$ cat src/hw/rtl/lvs_pkg.sv
// Shared types and constants for the Legendre value and slope evaluator.
// Used by every module of the block; depends on nothing.
package lvs_pkg;

  localparam int FRAC_BITS = 30;
  localparam int MAX_ORDER = 63;
  localparam int ORD_W     = 6;
  localparam int PT_W      = 32;
  localparam int OUT_W     = 48;
  localparam int EPS_W     = 21;
  localparam int CUR_W     = 36;
  localparam int PRD_W     = 40;
  localparam int NUM_W     = 48;
  localparam int SN_W      = 42;
  localparam int DV_W      = 33;
  localparam int Q_W       = 50;
  localparam int DIG_W     = 8;
  localparam int DIG_N     = NUM_W / DIG_W;

  localparam longint ONE_FX = 64'sd1 <<< FRAC_BITS;
  localparam logic [EPS_W-1:0] EPS_RST = EPS_W'(1);

  typedef struct packed {
    logic        [ORD_W-1:0] order;
    logic signed [PT_W-1:0]  point;
  } lvs_in_t;

  typedef struct packed {
    logic signed [OUT_W-1:0] value;
    logic signed [OUT_W-1:0] slope;
    logic                    saturated;
  } lvs_out_t;

  typedef struct packed {
    logic busy;
    logic done;
    logic over;
  } lvs_div_stat_t;

  typedef enum logic [3:0] {
    ST_IDLE,
    ST_RMUL,
    ST_RCOMB,
    ST_RDIV,
    ST_SMUL,
    ST_SNUM,
    ST_SDEN,
    ST_SDIV,
    ST_FIN,
    ST_OUT
  } lvs_state_t;

endpackage

$ cat src/hw/rtl/lvs_mul.sv
// Shared fixed-point multiplier: signed product shifted right by the fraction
// width, rounded on the magnitude. Depends on lvs_pkg.
module lvs_mul (
  input  logic signed [lvs_pkg::PT_W-1:0]  a,
  input  logic signed [lvs_pkg::CUR_W-1:0] b,
  output logic signed [lvs_pkg::PRD_W-1:0] p
);

  localparam int FW = lvs_pkg::PT_W + lvs_pkg::CUR_W + 1;
  localparam int MW = FW - lvs_pkg::FRAC_BITS;

  logic [lvs_pkg::PT_W-1:0]  ma;
  logic [lvs_pkg::CUR_W-1:0] mb;
  logic [FW-1:0]             full;
  logic [FW-1:0]             rnd;
  logic [lvs_pkg::PRD_W-1:0] mag;

  always_comb begin
    ma   = a[lvs_pkg::PT_W-1] ? (~a + 1'b1) : a;
    mb   = b[lvs_pkg::CUR_W-1] ? (~b + 1'b1) : b;
    full = FW'(ma) * FW'(mb);
    rnd  = full + (FW'(1) << (lvs_pkg::FRAC_BITS - 1));
    mag  = lvs_pkg::PRD_W'(rnd[FW-1:lvs_pkg::FRAC_BITS]);
    p    = (a[lvs_pkg::PT_W-1] != b[lvs_pkg::CUR_W-1]) ? $signed(~mag + 1'b1) : $signed(mag);
  end

endmodule

$ cat config.mk
export PLATFORM = sky130hd
export DESIGN_NAME = lvs_mul
export DESIGN_NICKNAME = d
export VERILOG_FILES = /design/src/hw/rtl/lvs_pkg.sv /design/src/hw/rtl/lvs_mul.sv
export SDC_FILE = /design/constraint.sdc
export NUM_CORES = 2
export LEC_CHECK = 0
export BUFFER_PORTS_ARGS = -buffer_cell sky130_fd_sc_hd__buf_2
export CAP_MARGIN = 20
export CORE_MARGIN = 5
export CORE_UTILIZATION = 60
export DETAILED_ROUTE_END_ITERATION = 16
export PLACE_DENSITY = 0.84
export SYNTH_ARGS = -nofsm -noshare
export SYNTH_HDL_FRONTEND = slang
export SYNTH_SLANG_ARGS = --single-unit
$ cat constraint.sdc
create_clock -name vclk -period 22.7
set_input_delay 1.135 -clock vclk [all_inputs]
set_output_delay 1.135 -clock vclk [all_outputs]
set_load 0.03 [all_outputs]
==> flow_summary.ini <==
[outcome]
status = completed

[cts]
hold_buffers = 0
cts_setup_buffers = 0
cts_resized = 0

[global_routing]
antenna_found_initial = 2
grt_pass1_vias = 36500
grt_max_degree = 41
gr-usage-all-layers_pct = 38.2
grt_overflow = 0
grt_pass1_wl_um = 207000

[die]
io_pins = 108
die_w_um = 265
die_area_um2 = 70300
fp.coreArea_um2 = 64500
fp.dieH_um = 265
initial_utilization_pct = 60.6
rows = 93

[worst_setup_path]
required_ns = 21.57
endpoint_kind = output port
cp-start-kind = primary input
cp_common_cell = fa_1
critical-path-max-stage-delay_ns = 1.00
crit_buf_inv = 11
critPathKind = in -> out
slowest_stage = nor4_1
crit_path_max_fanout = 32
crit_arrival_ns = 14.15
critPathTopFamily = adder cells

[detailed_routing]
drt_iter0_drc = 3324
first_pass_iters = 8
antenna_left = 0
drc = 0
routed_wl_um = 133000
viasPerCell = 6.11
wl_per_cell_um = 24.3
vias = 33500

[sta]
slew_violations = 0
slew-limit-headroom_pct = 13.2
period_share_pct = 67.3
fin_tns_setup_ns = 0
rsz0062_at_grt = false
finalSetupViolCount = 0
hold_violations = 0
worst_slew_pin_slew_ns = 1.30
fmax_ghz = 0.0654
period_needed_ns = 15.28

[synth]
syn_avg_cell_area_um2 = 8.47
syn-num-nets = 5995
synth_largest_area_cell = fa_1
ys_seq_area_share_pct = 0
synth_cell_types = 78
synth_area_um2 = 39000
yosys_warnings = 0
syn_inst = 4608
yosys-top-cells-area = fa_1, ha_1, inv_1
synth_top_area_share_pct = 52.2

[placed_design]
dp_hpwl_um = 106000
dp.cells = 5471
gp_congestion = 1.02
numPortBuffers = 108

[cells_and_area]
fillers = 5231
n_clock_buffer = 0
seq_cell_count = 0
synthToLayoutAreaGrowth_pct = 6.03
drive_gt1_share_pct = 6.92
fin_nets = 6010
fin_cells = 5478
final_util_pct = 64.2
seq_area_um2 = 0

[job]
drv_cap = 0

[worst_hold_path]
min_path_type = in -> out
-- tightest hold or removal path: cells and delay by family --
family | cells | cell delay [ns]
buf+inv | 4 | 0.79
xor+xnor | 1 | 0.22
compound gates | 1 | 0.14
-- cell type report --
class / count / area, um^2 / area share, %
timing repair buffer: 224 / 1460 / 3.52
antenna: 2 / 5.00 / 0.0121
tap: 855 / 1070 / 2.58
multi-input combinational: 3396 / 35100 / 84.8
inverter: 1001 / 3760 / 9.08
-- synthesized netlist by cell type, drive strengths merged (6+ instances only) --
library cell     n
xor2            88
nor2           517
and2            36
a31oi            9
nand2          808
nor4            10
a21boi           6
a21o            17
nor3            24
a21oi          108
nand3           22
nand2b          12
o31a             7
and3             6
xnor2           98
clkbuf         202
a41oi            6
or4             14
inv           1000
o21ai          101
nand4           32
o31ai           26
o41ai           11
or3             13
o21bai           6
o21a             8
o211ai          11
ha             301
a211oi          13
buf              9
fa            1018
-- path summary, 6_finish.rpt --
path	startpoint	endpoint	slack (ns)	depth (start not counted)
worst max-delay path	b[0]	p[28]	7.42	40
worst min-delay path	b[35]	p[39]	3.45	6
-- cells by family (layout without fill, tap and decap cells) --
family	count (synthesis)	in the layout	synth area share (%)
simple gates	1519	1519	16.0
compound gates	369	369	6.09
xor+xnor	186	186	4.19
mux	3	3	0.119
other cells	0	2	0
buf+inv	1212	1225	11.7
fa+ha+maj	1319	1319	61.8
-- cell usage in the layout (no fill, tap or decap), types with 24 or more instances in the layout --
cell     synthesis  layout
o21ai_0         99      99
xor2_2           0      24
buf_2            3     108
nand4_1         32      32
xnor2_2          1      28
nand2_1        808     808
a21oi_1        107     107
nor2_1         517     517
fa_1          1018    1018
xor2_1          88      57
ha_1           301     301
inv_1         1000    1000
and2_1          36      36
buf_4            2     109
xnor2_1         97      64
-- through the flow --
step / instance area, um^2 / worst slack [ns] / hold slack [ns]
floorplan: 39000 / 9.72 / 2.82
global placement: 41300 / 8.02 / 3.40
detailed placement: 41300 / 7.73 / 3.42
CTS: 41300 / 7.71 / 3.42
global route: 41400 / 6.92 / 3.48
finish: 41400 / 7.42 / 3.45
-- routing by layer --
| layer | vias to the layer above | global-route usage (%) | share of wire, % |
|---|---|---|---|
| met3 | 765 | 12.2 | 14 |
| met1 | 16600 | 46.2 | 33 |
| met5 | - | 0 | 0 |
| met4 | 0 | 25.9 | 9.6 |
| met2 | 2442 | 59.0 | 44 |
| li1 | 13700 | - | - |
Power is not shown: default switching activity piles up to over one toggle a cycle in this logic, so the estimate is an artifact.
