### config.mk
export PLATFORM = sky130hd
export DESIGN_NAME = lvs_ldiv
export DESIGN_NICKNAME = d
export VERILOG_FILES = /design/src/hw/rtl/lvs_pkg.sv /design/src/hw/rtl/lvs_ldiv.sv
export SDC_FILE = /design/constraint.sdc
export NUM_CORES = 1
export LEC_CHECK = 0
export BUFFER_PORTS_ARGS = -buffer_cell sky130_fd_sc_hd__buf_2
export CORE_MARGIN = 2
export CORE_UTILIZATION = 60
export CTS_BUF_LIST = sky130_fd_sc_hd__clkbuf_8
export DETAILED_ROUTE_END_ITERATION = 10
export GPL_TIMING_DRIVEN = 0
export PLACE_DENSITY = 0.8
export SLEW_MARGIN = 25
export SYNTH_ARGS = -nofsm -noshare
export SYNTH_HDL_FRONTEND = slang
export SYNTH_SLANG_ARGS = --single-unit
### constraint.sdc
create_clock -name clk -period 8.1 [get_ports clk]
set_clock_uncertainty 0.15 [all_clocks]
set_input_delay 0.405 -clock clk [delete_from_list [all_inputs] [get_ports clk]]
set_output_delay 0.405 -clock clk [all_outputs]
set_load 0.05 [all_outputs]
### src/hw/rtl/lvs_pkg.sv
// Shared types and constants for the Legendre value and slope evaluator.
// Used by every module of the block; depends on nothing.
package lvs_pkg;

  localparam int FRAC_BITS = 30;
  localparam int MAX_ORDER = 63;
  localparam int ORD_W     = 6;
  localparam int PT_W      = 32;
  localparam int OUT_W     = 48;
  localparam int EPS_W     = 21;
  localparam int CUR_W     = 36;
  localparam int PRD_W     = 40;
  localparam int NUM_W     = 48;
  localparam int SN_W      = 42;
  localparam int DV_W      = 33;
  localparam int Q_W       = 50;
  localparam int DIG_W     = 8;
  localparam int DIG_N     = NUM_W / DIG_W;

  localparam longint ONE_FX = 64'sd1 <<< FRAC_BITS;
  localparam logic [EPS_W-1:0] EPS_RST = EPS_W'(1);

  typedef struct packed {
    logic        [ORD_W-1:0] order;
    logic signed [PT_W-1:0]  point;
  } lvs_in_t;

  typedef struct packed {
    logic signed [OUT_W-1:0] value;
    logic signed [OUT_W-1:0] slope;
    logic                    saturated;
  } lvs_out_t;

  typedef struct packed {
    logic busy;
    logic done;
    logic over;
  } lvs_div_stat_t;

  typedef enum logic [3:0] {
    ST_IDLE,
    ST_RMUL,
    ST_RCOMB,
    ST_RDIV,
    ST_SMUL,
    ST_SNUM,
    ST_SDEN,
    ST_SDIV,
    ST_FIN,
    ST_OUT
  } lvs_state_t;

endpackage

### src/hw/rtl/lvs_ldiv.sv
// Restoring long divider, one quotient bit a cycle, with round-half-up on the
// final remainder and a sticky overflow flag. Depends on lvs_pkg.
module lvs_ldiv (
  input  logic                        clk,
  input  logic                        rst_n,
  input  logic                        start,
  input  logic [lvs_pkg::SN_W-1:0]    dvd,
  input  logic [lvs_pkg::DV_W-1:0]    dvs,
  output logic [lvs_pkg::Q_W:0]       quo,
  output lvs_pkg::lvs_div_stat_t      stat
);

  localparam int STEPS = lvs_pkg::SN_W + lvs_pkg::FRAC_BITS;
  localparam int CNT_W = $clog2(STEPS + 1);
  localparam int DW    = lvs_pkg::DV_W;
  localparam int QW    = lvs_pkg::Q_W;

  logic [STEPS-1:0] sh_r, sh_nxt;
  logic [DW-1:0]    rem_r, rem_nxt;
  logic [DW-1:0]    dvs_r, dvs_nxt;
  logic [QW-1:0]    q_r, q_nxt;
  logic             over_r, over_nxt;
  logic [CNT_W-1:0] cnt_r, cnt_nxt;
  logic             busy_r, busy_nxt;
  logic             done_r, done_nxt;
  logic [DW:0]      rr;
  logic [DW:0]      two;
  logic             ge;

  always_ff @(posedge clk) begin
    if (!rst_n) begin
      busy_r <= 1'b0;
      done_r <= 1'b0;
    end else begin
      busy_r <= busy_nxt;
      done_r <= done_nxt;
    end
  end

  always_ff @(posedge clk) begin
    sh_r   <= sh_nxt;
    rem_r  <= rem_nxt;
    dvs_r  <= dvs_nxt;
    q_r    <= q_nxt;
    over_r <= over_nxt;
    cnt_r  <= cnt_nxt;
  end

  always_comb begin
    sh_nxt   = sh_r;
    rem_nxt  = rem_r;
    dvs_nxt  = dvs_r;
    q_nxt    = q_r;
    over_nxt = over_r;
    cnt_nxt  = cnt_r;
    busy_nxt = busy_r;
    done_nxt = 1'b0;
    rr       = {rem_r, sh_r[STEPS-1]};
    ge       = (rr >= {1'b0, dvs_r});
    if (start) begin
      sh_nxt   = {dvd, {lvs_pkg::FRAC_BITS{1'b0}}};
      rem_nxt  = '0;
      dvs_nxt  = dvs;
      q_nxt    = '0;
      over_nxt = 1'b0;
      cnt_nxt  = CNT_W'(STEPS);
      busy_nxt = 1'b1;
    end else if (busy_r) begin
      sh_nxt   = {sh_r[STEPS-2:0], 1'b0};
      rem_nxt  = ge ? DW'(rr - {1'b0, dvs_r}) : DW'(rr);
      q_nxt    = {q_r[QW-2:0], ge};
      over_nxt = over_r | q_r[QW-1];
      cnt_nxt  = cnt_r - 1'b1;
      if (cnt_r == CNT_W'(1)) begin
        busy_nxt = 1'b0;
        done_nxt = 1'b1;
      end
    end
  end

  always_comb begin
    two       = {rem_r, 1'b0};
    quo       = (QW+1)'(q_r) + (QW+1)'(two >= {1'b0, dvs_r});
    stat.busy = busy_r;
    stat.done = done_r;
    stat.over = over_r;
  end

endmodule

==> summary by stage, run 1 <==
Run status
The flow ran to the end, and the final reports show no timing, DRC or antenna violations.

Clock tree
After clock tree synthesis, the clock-pin slew on the worst setup and hold paths is 110 ps. The quantity of gates resized following cts is 0. The number of clock buffers inserted by TritonCTS is 17. CTS saw 168 sinks. The clock tree synthesis step divided the H-tree into 4 levels. The number of setup buffers added after CTS is 0. The longest clock path from root to sink contains 2 buffers. The insertion delay to the later sink of the worst-skew pair is 480 ps. The clock tree root buffer cell is clkbuf_8. The CTS tree is built.

Setup path
Along the worst path, the maximum fanout reaches 7. The required time of the critical path is 7550 ps. The worst setup path category is flip-flop to output pin.

The delay of the slowest critical-path stage is 370 ps. STA puts the critical path data arrival time at 4820 ps. STA classifies the critical path endpoint as an output pin. The critical path's slowest cell is dfxtp_1. Traced cell by cell, the critical path runs through ha_1 -> clkbuf_2 -> and4_4 -> nand2_2 -> o221ai_1 -> a21oi_1 -> o211a_1 -> o21ai_0 -> ha_1 -> and3_1 -> nand4_1 -> nor3_4 -> and3_1 -> buf_4 -> nand3_4 -> nor2_4 -> nand4_1 -> xnor2_1 -> buf_2. The worst setup path is launched from a flip-flop.

Place
Once detailed placement completed, the half-perimeter wirelength came to 15800 um. The weighted congestion reported at the end of routability-driven placement is 0.931. The count of buffers added on input and output ports is 131.

The post-placement worst setup slack is 3270 ps. The placed instance count is 1321.

GRT
The global routing usage summed across all routing layers is 0.264. The first global-routing pass estimated 35800 um of wire. The largest net degree at the start of global routing is 35. The via count of the first global-routing pass is 7413. The global routing usage on met3 is 0.0765. The global routing met1 resource utilization is 0.360.

The global routing stage identified its most utilized layer as met2. For this run the aggregate overflow at the end of global routing stands at 0. The number of antenna violations at the first check in global routing is 0. For this run, global-route usage on met2 was measured as 0.413.

Floorplanning
The die footprint is 17100 um2. The initial core utilization is 0.610. The row count is 46.

In this run the count of I/O pins placed on the die edge is 132. Measured along the x axis, the die boundary spans 131 um. The standard cell core area is 15800 um2.

The die is 131 um tall.

Power
The share of total power dissipated in combinational logic is 0.212. The leakage power is 4.80 nW. The switching power is 0.648 mW. The internal power of the cells totals 1.36 mW.

Of the total power, the clock network draws 0.305. The power density normalized to cell area is 177 nW/um2. The final total power is 2.01 mW. The share of total power in sequential cells is 0.484. IR analysis of the VDD net gives a maximum drop of 0.187 mV. Of the total power, the share spent switching nets is 0.322.

Timing
Setup repair after global routing left no endpoint under its margin. The final worst slack is 2720 ps. Setup violations remaining at the end of the flow were counted as 0. The number of pins exceeding their max-slew limit in the final report is 0. The shortest period the worst path allows is 5380 ps.

Timing would allow up to 0.186 GHz. The slew of the pin with the lowest slew margin is 826 ps. The fraction of the cycle the final worst path needs is 0.664.

Setup total negative slack on the finished layout was measured at 0 ps. The remaining max-slew budget at the tightest pin is 0.449. The number of hold violations in the final report came to 0.

Yosys
The cell count after synthesis came out at 973. In the synthesized netlist the async set-or-reset flop fraction comes to 0. Counting every net in the synthesized netlist gives 1089. Counting flops with a built-in enable in the synthesized netlist gives 75.

The area of the mapped netlist is 9610 um2. The portion of the post-synthesis area used by sequential elements is 0.428. The most frequently used flop master after synthesis is dfxtp_1.

The post-synthesis average cell area is 9.88 um2. The flip-flop and latch count after synthesis is 168. The warning count from the yosys run is 0. The count of distinct cell types in the synthesized netlist is 80.

Drt
Using the TritonRoute via totals, the vias-per-cell ratio works out to 5.66. The count of nets left with antenna violations once routing finished came out at 0. The total via count after detailed routing is 7851. After detailed routing, the number of remaining DRC violations is 0. The number of optimization iterations in the first detailed-route pass is 8. The average detailed-routed wire length per instance is 16.0 um.

For this block, the routed nets add up to 22200 um of wire. The initial DRC count is 619.

Worst hold path
In this run the worst hold path is classified as input pin to flip-flop.

Final layout
The combined flip-flop and latch cell area is 4110 um2. The filler cells instantiated in the layout total 1239. The final design utilization is 0.718. The final-stage net count is 1274. In the final layout, the share of cells above drive strength 1 is 0.230. The finished layout holds 1387 standard cells, fillers aside. 0 antenna diodes ended up in the layout. The footprint of the multi-input gates is 4980 um2.

The layout overhead on the synthesized area is 17.7%.

Run
The count of maximum capacitance violations is 0.
-- cells in the final DEF, fill, tap and decap left out, drive strengths merged, types with 23 or more instances in the layout --
master | Yosys | final
nand3 | 34 | 34
dfxtp | 93 | 93
o21ai | 31 | 31
a21oi | 46 | 46
nor2 | 109 | 109
nand2 | 90 | 90
edfxtp | 75 | 75
mux2 | 42 | 42
buf | 28 | 160
inv | 50 | 58
xnor2 | 53 | 53
ha | 37 | 37
clkbuf | 26 | 43
dlygate4sd3 | 0 | 34
mux2i | 49 | 49
xor2 | 23 | 23
-- area by class of cell --
| class | count | area share |
|---|---|---|
| sequential | 168 | 0.363 |
| buffer | 54 | 0.0293 |
| tap | 216 | 0.0239 |
| clock inverter | 15 | 0.0157 |
| timing repair buffer | 166 | 0.0904 |
| clock buffer | 17 | 0.0207 |
| multi-input combinational | 701 | 0.440 |
| inverter | 50 | 0.0166 |
-- sequential cells by signal, indices dropped and copies added, names as in the netlist --
name    cells
over_r      1
q_r        50
rem_r      33
sh_r       42
busy_r      1
cnt_r       7
dvs_r      33
done_r      1
-- critical path, delay by kind of cell, from the launching register on --
kind	cells	cell delay [ps]
and+or+nand+nor	9	1750
AOI/OAI and AO/OA	4	920
buffers and inverters	3	600
adders and majority gates	2	530
DFF	1	370
xor gates and xnor gates	1	160
-- cells by family after synthesis --
kind of cell	share of synthesized area
AND/OR/NAND/NOR	0.166
adder cells (fa/ha/maj)	0.0502
AO/OA/AOI/OAI	0.133
flip-flops	0.428
XOR/XNOR	0.0692
multiplexers	0.100
buffers and inverters	0.0540
-- power groups by stage --
stage	Sequential (mW)	Clock [mW]	Combinational [mW]
final	0.972	0.611	0.425
after global routing	0.978	0.650	0.465
after CTS	0.971	0.617	0.419
after detailed placement	0.989	0	0.403
after global placement	0.989	0	0.392
after floorplan	0.982	0	0.304
-- synthesized netlist by cell type, drive strengths merged (28+ instances only) --
cell    count  area [um2]
nand3      34         200
mux2       42         473
dfxtp      93        1860
buf        28         193
ha         37         463
o21ai      31         170
xnor2      53         464
mux2i      49         490
nand2      90         345
edfxtp     75        2250
inv        50         188
a21oi      46         241
nor2      109         432
-- stage by stage --
step	hold WS, ps	cell area, um2
floorplan	288	9610
global placement	303	10500
detailed placement	331	10600
CTS	48.9	11300
global route	51.8	11300
finish	65.0	11300
-- metal layers --
metal  wire length [um]  vias to the layer above
met2              10000                      304
met4                335                        0
met1              10100                     3662
met3               1710                       30
li1                   -                     3855
met5                  0                        -
-- path summary, 6_finish.rpt --
check / depth (start not counted) / to / from / slack (ps)
worst min register to register: 2 / over_r$_SDFFE_PP0P_ / over_r$_SDFFE_PP0P_ / 350
worst min-delay path: 2 / sh_r[49]$_DFFE_PP_ / dvd[19] / 60
worst max-delay path: 19 / quo[45] / rem_r[7]$_SDFFE_PP0P_ / 2720
worst max register to register: 10 / rem_r[32]$_SDFFE_PP0P_ / dvs_r[0]$_DFFE_PP_ / 4970
-- timing repair --
| action | CTS | global route |
|---|---|---|
| hold endpoints to repair | 34 | 0 |
| hold buffers | 34 | 0 |
| setup endpoints to repair | 0 | 0 |
No activity file was read; power rests on OpenSTA's default activity.
==> run 2: changes to the inputs <==
CORE_UTILIZATION = 54   (was 60)
PLACE_DENSITY = 0.76   (was 0.8)
clock period = 4.66 ns   (was 8.1 ns; I/O delays follow)
==> summary by stage, run 2 (synthesis results as in run 1) <==
Clock tree
The number of clock buffers inserted by TritonCTS is 17 (unchanged). The clock-pin slew on the worst setup and hold paths was 100 ps (about the same). The number of sinks handled by clock tree synthesis is 168 (unchanged). The clock tree root buffer cell is clkbuf_8.

The insertion delay to the later sink of the worst-skew pair is 470 ps (about the same). The H-tree depth reported by CTS was 4 (unchanged). TritonCTS built the clock tree. The buffer levels on the longest clock path was 2 (unchanged).

Place
The placed instance count was 1330 (+0.68%). The cell area after placement is 10600 um2 (+0.11%). The detailed placement HPWL came to 16200 um (+2.3%). The weighted congestion reported at the end of routability-driven placement is 0.918 (-1.4%).

The post-placement worst setup slack is -2.33 ps (-3270 ps). The count of input and output buffers is 131 (unchanged).

Run
The count of maximum capacitance violations came to 0 (unchanged).

Drt
The average detailed-routed wire length per instance is 17.0 um (+6.3%). The count of antenna-violating nets left after detailed routing was 0 (unchanged). The number of optimization iterations in the first detailed-route pass came to 5 (-3). The total via count after detailed routing is 8146 (+3.8%).

The post-detailed-route DRC marker count is 0 (unchanged). The total routed wirelength came to 24800 um (+12%). The initial DRC count is 629 (+1.6%). The via density per instance is 5.58 (-1.5%).

Timing
The slew of the pin with the lowest slew margin is 846 ps (+20.4 ps). The final worst slack came to 182 ps (-2540 ps). The number of pins exceeding their max-slew limit in the final report is 0 (unchanged). The remaining max-slew budget at the tightest pin is 0.436 (-0.0136).

The count of endpoints failing setup in the final report is 0 (unchanged). The fraction of the cycle the final worst path needs is 0.961. The number of hold violations in the final report is 0 (unchanged). The highest clock rate is 0.223 GHz. The setup TNS came to 0 ps (unchanged). Setup repair after global routing could not meet its margin everywhere. The shortest period the worst path allows is 4480 ps.

Final layout
The final design utilization is 0.700 (-0.0177). The share of cells above drive strength 1 is 0.256 (+0.0268). The antenna cell count came to 0 (unchanged).

The flip-flop count of the largest register after layout is 50 (unchanged). The layout overhead on the synthesized area is 26.4%. The final-stage net count is 1339 (+5.1%). The most common cell after layout, fill and taps aside is buf_2. The largest registers in the layout are q_r (50), sh_r (42). More flip-flops sit in one register than any other, and that register is q_r. The final cell count without fillers is 1461 (+5.3%). In the layout the commonest cells are buf_2, nor2_1, dfxtp_1, nand2_1, dlygate4sd3_1. The design area is 12200 um2 (+7.4%).

GRT
The global routing usage summed across all routing layers is 0.262 (-0.00253). The largest net degree at the start of global routing was 35 (unchanged). The number of antenna violations at the first check in global routing is 0 (unchanged). The total global routing overflow was 0 (unchanged).

The via count of the first global-routing pass came to 7783 (+5.0%). The global-route wire length before repair is 38700 um (+8.0%).

Setup path
The data arrival at the endpoint of the critical path is 4100 ps (-720 ps). STA classifies the critical path endpoint as an output pin. The setup slack of the most critical reg-to-reg path came to 1470 ps (-3500 ps). The required time of the critical path is 4280 ps (-3270 ps). The worst-path maximum fanout is 7 (unchanged). STA classifies the critical path startpoint as a flip-flop. The worst setup path is of the flip-flop to output pin kind.

Floorplanning
The y dimension of the die is 137 um (+5.2%). The initial core utilization was 0.554 (-0.0557). The die footprint is 18900 um2 (+11%). The width of the chip is 137 um (+5.2%). The standard cell core area came to 17400 um2 (+10%). The row count is 48 (+4.3%). The number of ports placed on the die boundary is 132 (unchanged).

Power
The maximum ir drop on the vdd rail came to 0.229 mV (+22%). The leakage power is 5.12 nW (+6.5%). The power density normalized to cell area is 296 nW/um2 (+67%).

Run status
The flow ran to the end, and the final reports show no timing, DRC or antenna violations.

Worst hold path
The tightest min-delay check is of the input pin to flip-flop type.
==> run 2: cell types whose count changed in the layout (fill, tap and decap cells not counted), moves of 8 or more <==
cell | before | now
ha_4 | 0 | 8
ha_1 | 37 | 25
dlygate4sd3_1 | 34 | 76
buf_4 | 7 | 41
buf_2 | 141 | 125
==> run 2: critical path, cell delays in order (launching register included) <==
cell	delay [ps]
dfxtp_1	350
ha_1	300
buf_6	120
a21oi_2	60
o21a_1	240
o221ai_4	200
a21oi_2	100
o211a_1	260
o21ai_2	90
ha_2	220
and3_4	210
nand4_1	190
nor3_4	210
and3_4	250
nand3_4	110
nor2_4	190
nand4_1	130
xnor2_1	150
buf_4	220
==> run 2: per-stage QoR <==
stage	hold slack, ps	power [mW]
after global routing	292	3.74
final	274	3.59
after global placement	259	2.40
after floorplan	182	2.23
after CTS	273	3.55
after detailed placement	261	2.42
==> run 2: path summary, 6_finish.rpt <==
check	start	end	cells past startpoint
worst max-delay path	rem_r[6]$_SDFFE_PP0P_	quo[45]	18
worst min-delay path	start	dvs_r[10]$_DFFE_PP_	1
worst max register to register	dvs_r[5]$_DFFE_PP_	rem_r[2]$_SDFFE_PP0P_	13
worst min register to register	cnt_r[1]$_SDFFE_PP0P_	cnt_r[1]$_SDFFE_PP0P_	2
==> run 2: timing repair <==
item | 4_1_cts | 5_1_grt
hold endpoints to repair | 77 | 0
endpoints found under the setup margin | 28 | 23
pin swaps | 15 | 19
hold buffers | 76 | 0
setup buffers | 16 | 9
gates resized for setup | 37 | 25
==> run 2: where the power goes <==
| part | total [mW] | internal, mW | switching [mW] |
|---|---|---|---|
| clock network | 1.06 | 0.474 | 0.586 |
| registers | 1.69 | 1.64 | 0.0519 |
| logic | 0.836 | 0.377 | 0.460 |
==> run 2: metal layers <==
metal | vias up | wire length (um) | global-route usage
met3 | 32 | 1410 | 0.0567
li1 | 3995 | - | -
met5 | - | 0 | 0
met2 | 258 | 12100 | 0.436
met1 | 3861 | 11000 | 0.345
met4 | 0 | 362 | 0.0687
==> run 2: area by class of cell <==
class                      instances  area, um2
fill                            1315       5200
sequential                       168       4110
clock inverter                    12        111
buffer                            52        354
timing repair buffer             233       1650
multi-input combinational        701       5170
inverter                          50        188
clock buffer                      20        275
tap                              225        282
==> run 3: changes to the inputs <==
REMOVE_ABC_BUFFERS = 1   (was default)
==> summary by stage, run 3 (synthesis results as in run 1) <==
GRT
The total global routing overflow is 0 (unchanged). The largest net degree at the start of global routing is 109 (+210%). The via count of the first global-routing pass is 7291 (-6.3%). The global routing usage summed across all routing layers is 0.230 (-0.0317). The global-route wire length before repair is 34700 um (-10%). The number of antenna violations at the first check in global routing came to 0 (unchanged).

Floorplanning
The width of the chip is 137 um (unchanged). The initial core utilization was 0.554 (unchanged). The row count is 48 (unchanged).

The die footprint was 18900 um2 (unchanged). The number of ports placed on the die boundary was 132 (unchanged). The y dimension of the die is 137 um (unchanged).

The standard cell core area is 17400 um2 (unchanged).

Timing
The slew of the pin with the lowest slew margin came to 867 ps (+20.9 ps). The count of endpoints failing setup in the final report is 0 (unchanged). The final worst slack is 178 ps (-4.38 ps). The number of pins exceeding their max-slew limit in the final report is 0 (unchanged). The number of hold violations in the final report was 0 (unchanged).

The fraction of the cycle the final worst path needs is 0.962 (about the same). The tightest hold margin is 326 ps (+51.9 ps). The shortest period the worst path allows is 4480 ps (+4.38 ps). The remaining max-slew budget at the tightest pin came to 0.420 (-0.0153). The highest clock rate is 0.223 GHz (about the same).

Setup path
The category of the worst setup path launch point is a flip-flop. The data arrival at the endpoint of the critical path was 4100 ps (about the same). The worst register-to-register path ends at rem_r[31]$_SDFFE_PP0P_. The capture point of the critical path is quo[39].

The setup slack of the most critical reg-to-reg path is 1450 ps (-20 ps). The worst register-to-register path begins at dvs_r[5]$_DFFE_PP_. The worst setup path is captured at an output pin. The worst-path maximum fanout is 7 (unchanged).

Tracing the worst setup path back leads to its startpoint at dvs_r[9]$_DFFE_PP_. The count of cells along the worst register-to-register path is 11 (-2). The worst setup path category is flip-flop to output pin. The required time of the critical path came to 4280 ps (about the same).

Place
The cell area after placement is 10300 um2 (-2.3%). The post-placement worst setup slack is -88.8 ps (-86.5 ps). The count of input and output buffers is 131 (unchanged). The weighted congestion reported at the end of routability-driven placement is 0.881 (-4.0%). The detailed placement HPWL came to 13600 um (-16%).

Final layout
The top cell types in the final layout, fill and taps aside, are buf_2, nor2_1, dfxtp_1, nand2_1, dlygate4sd3_1. The footprint of the multi-input gates was 5310 um2 (+2.6%). The largest registers in the layout are q_r (50), sh_r (42). The share of cells above drive strength 1 is 0.263 (+0.00673). The fill cell total of the finished layout is 1274 (-3.1%). The most common cell after layout, fill and taps aside is buf_2. The flip-flop count of the largest register after layout is 50 (unchanged). The final-stage net count was 1296 (-3.2%). The antenna cell count is 0 (unchanged). The register with the most flip-flops is q_r. The design area is 12100 um2 (-0.29%). The combined flip-flop and latch cell area was 4120 um2 (about the same). The layout overhead on the synthesized area is 26.0%.

Clock tree
The clock-pin slew on the worst setup and hold paths is 110 ps (about the same). The CTS tree is built. The insertion delay to the later sink of the worst-skew pair is 460 ps (about the same). The H-tree depth reported by CTS is 4 (unchanged). The number of sinks handled by clock tree synthesis was 168 (unchanged). The buffer levels on the longest clock path is 2 (unchanged). The clock tree root buffer cell is clkbuf_8. The number of clock buffers inserted by TritonCTS is 17 (unchanged).

Drt
The count of antenna-violating nets left after detailed routing is 0 (unchanged). The initial DRC count is 444 (-29%). The post-detailed-route DRC marker count is 0 (unchanged). The number of optimization iterations in the first detailed-route pass came to 5 (unchanged). The total routed wirelength is 22300 um (-10%). The via density per instance came to 5.57 (about the same). The total via count after detailed routing is 7901 (-3.0%). The average detailed-routed wire length per instance is 15.7 um (-7.5%).

Power
The switching share of power is 0.313 (+0.00774). The final total power is 3.63 mW (+1.1%). The relative contribution of the clock network to total power is 0.307 (+0.012).

The leakage power is 5.02 nW (-1.8%). The maximum ir drop on the vdd rail came to 0.272 mV (+19%). The internal power of the cells was 2.49 mW (about the same). The switching power came to 1.14 mW (+3.7%). The share of total power in sequential cells is 0.468 (-0.004). The power density normalized to cell area is 300 nW/um2 (+1.4%). The combinational power share is 0.224 (-0.009).

Run
The count of maximum capacitance violations came to 0 (unchanged).

Worst hold path
The tightest min-delay check is of the flip-flop to flip-flop type.

Run status
The run finished with clean final reports.
## run 3: final cells by class
type	count	share of cell area
Timing Repair Buffer	242	0.148
Inverter	50	0.0155
Clock inverter	15	0.0159
Tap cell	225	0.0232
Clock buffer	17	0.0193
Multi-Input combinational cell	701	0.438
Sequential cell	168	0.340
## run 3: how the worst min path moves through the flow
stage | to | cells past startpoint | startpoint
after global routing | dvs_r[28]$_DFFE_PP_ | 2 | dvs[28]
after floorplan | rem_r[12]$_SDFFE_PP0P_ | 1 | start
after CTS | dvs_r[22]$_DFFE_PP_ | 2 | dvs[22]
final | over_r$_SDFFE_PP0P_ | 2 | over_r$_SDFFE_PP0P_
after detailed placement | dvs_r[7]$_DFFE_PP_ | 1 | dvs[7]
after global placement | dvs_r[5]$_DFFE_PP_ | 1 | dvs[5]
## run 3: timing repair
| action | 4_1_cts | 5_1_grt |
|---|---|---|
| setup endpoints to repair | 28 | 22 |
| gates cloned | 0 | 0 |
| hold buffers | 77 | 0 |
| setup buffers | 4 | 26 |
| gates resized for setup | 32 | 43 |
| hold endpoints to repair | 99 | 0 |
| pin swaps | 6 | 23 |
## run 3: critical path, stage by stage (launching register included)
cell and delay (ps):
edfxtp_1 330, inv_1 60, ha_4 300, and4_4 260, nand2_4 80, o221ai_4 180, a21oi_2 90, o211a_1 260
o21ai_2 80, ha_2 230, and3_4 200, nand4_1 120, buf_6 160, nor3_4 170, and3_4 250, nand3_4 120
nor2_4 210, nand3_1 120, xnor2_1 190, buf_4 230
## run 3: power by group through the flow
stage / combinational (mW) / clock (mW) / sequential (mW)
after floorplan: 0.470 / 0 / 1.73
after global placement: 0.624 / 0 / 1.74
after detailed placement: 0.651 / 0 / 1.72
after CTS: 0.723 / 1.14 / 1.69
after global routing: 0.893 / 1.20 / 1.71
final: 0.815 / 1.12 / 1.70
## run 3: stage by stage
stage	std cells	util	setup TNS, ps
final	1418	0.698	0
after global routing	1418	0.698	-92.3
after CTS	1392	0.672	0
after detailed placement	1279	0.596	-315
after global placement	1275	0.589	-96720
after floorplan	919	-	-28470
## run 3: layer usage
metal | routed length, um | share of wire | GRT usage | vias up
met2 | 11000 | 0.49 | 0.390 | 195
met3 | 1060 | 0.047 | 0.0545 | 29
met4 | 334 | 0.015 | 0.0544 | 0
met5 | 0 | 0 | 0 | -
met1 | 9940 | 0.45 | 0.297 | 3768
li1 | - | - | - | 3909
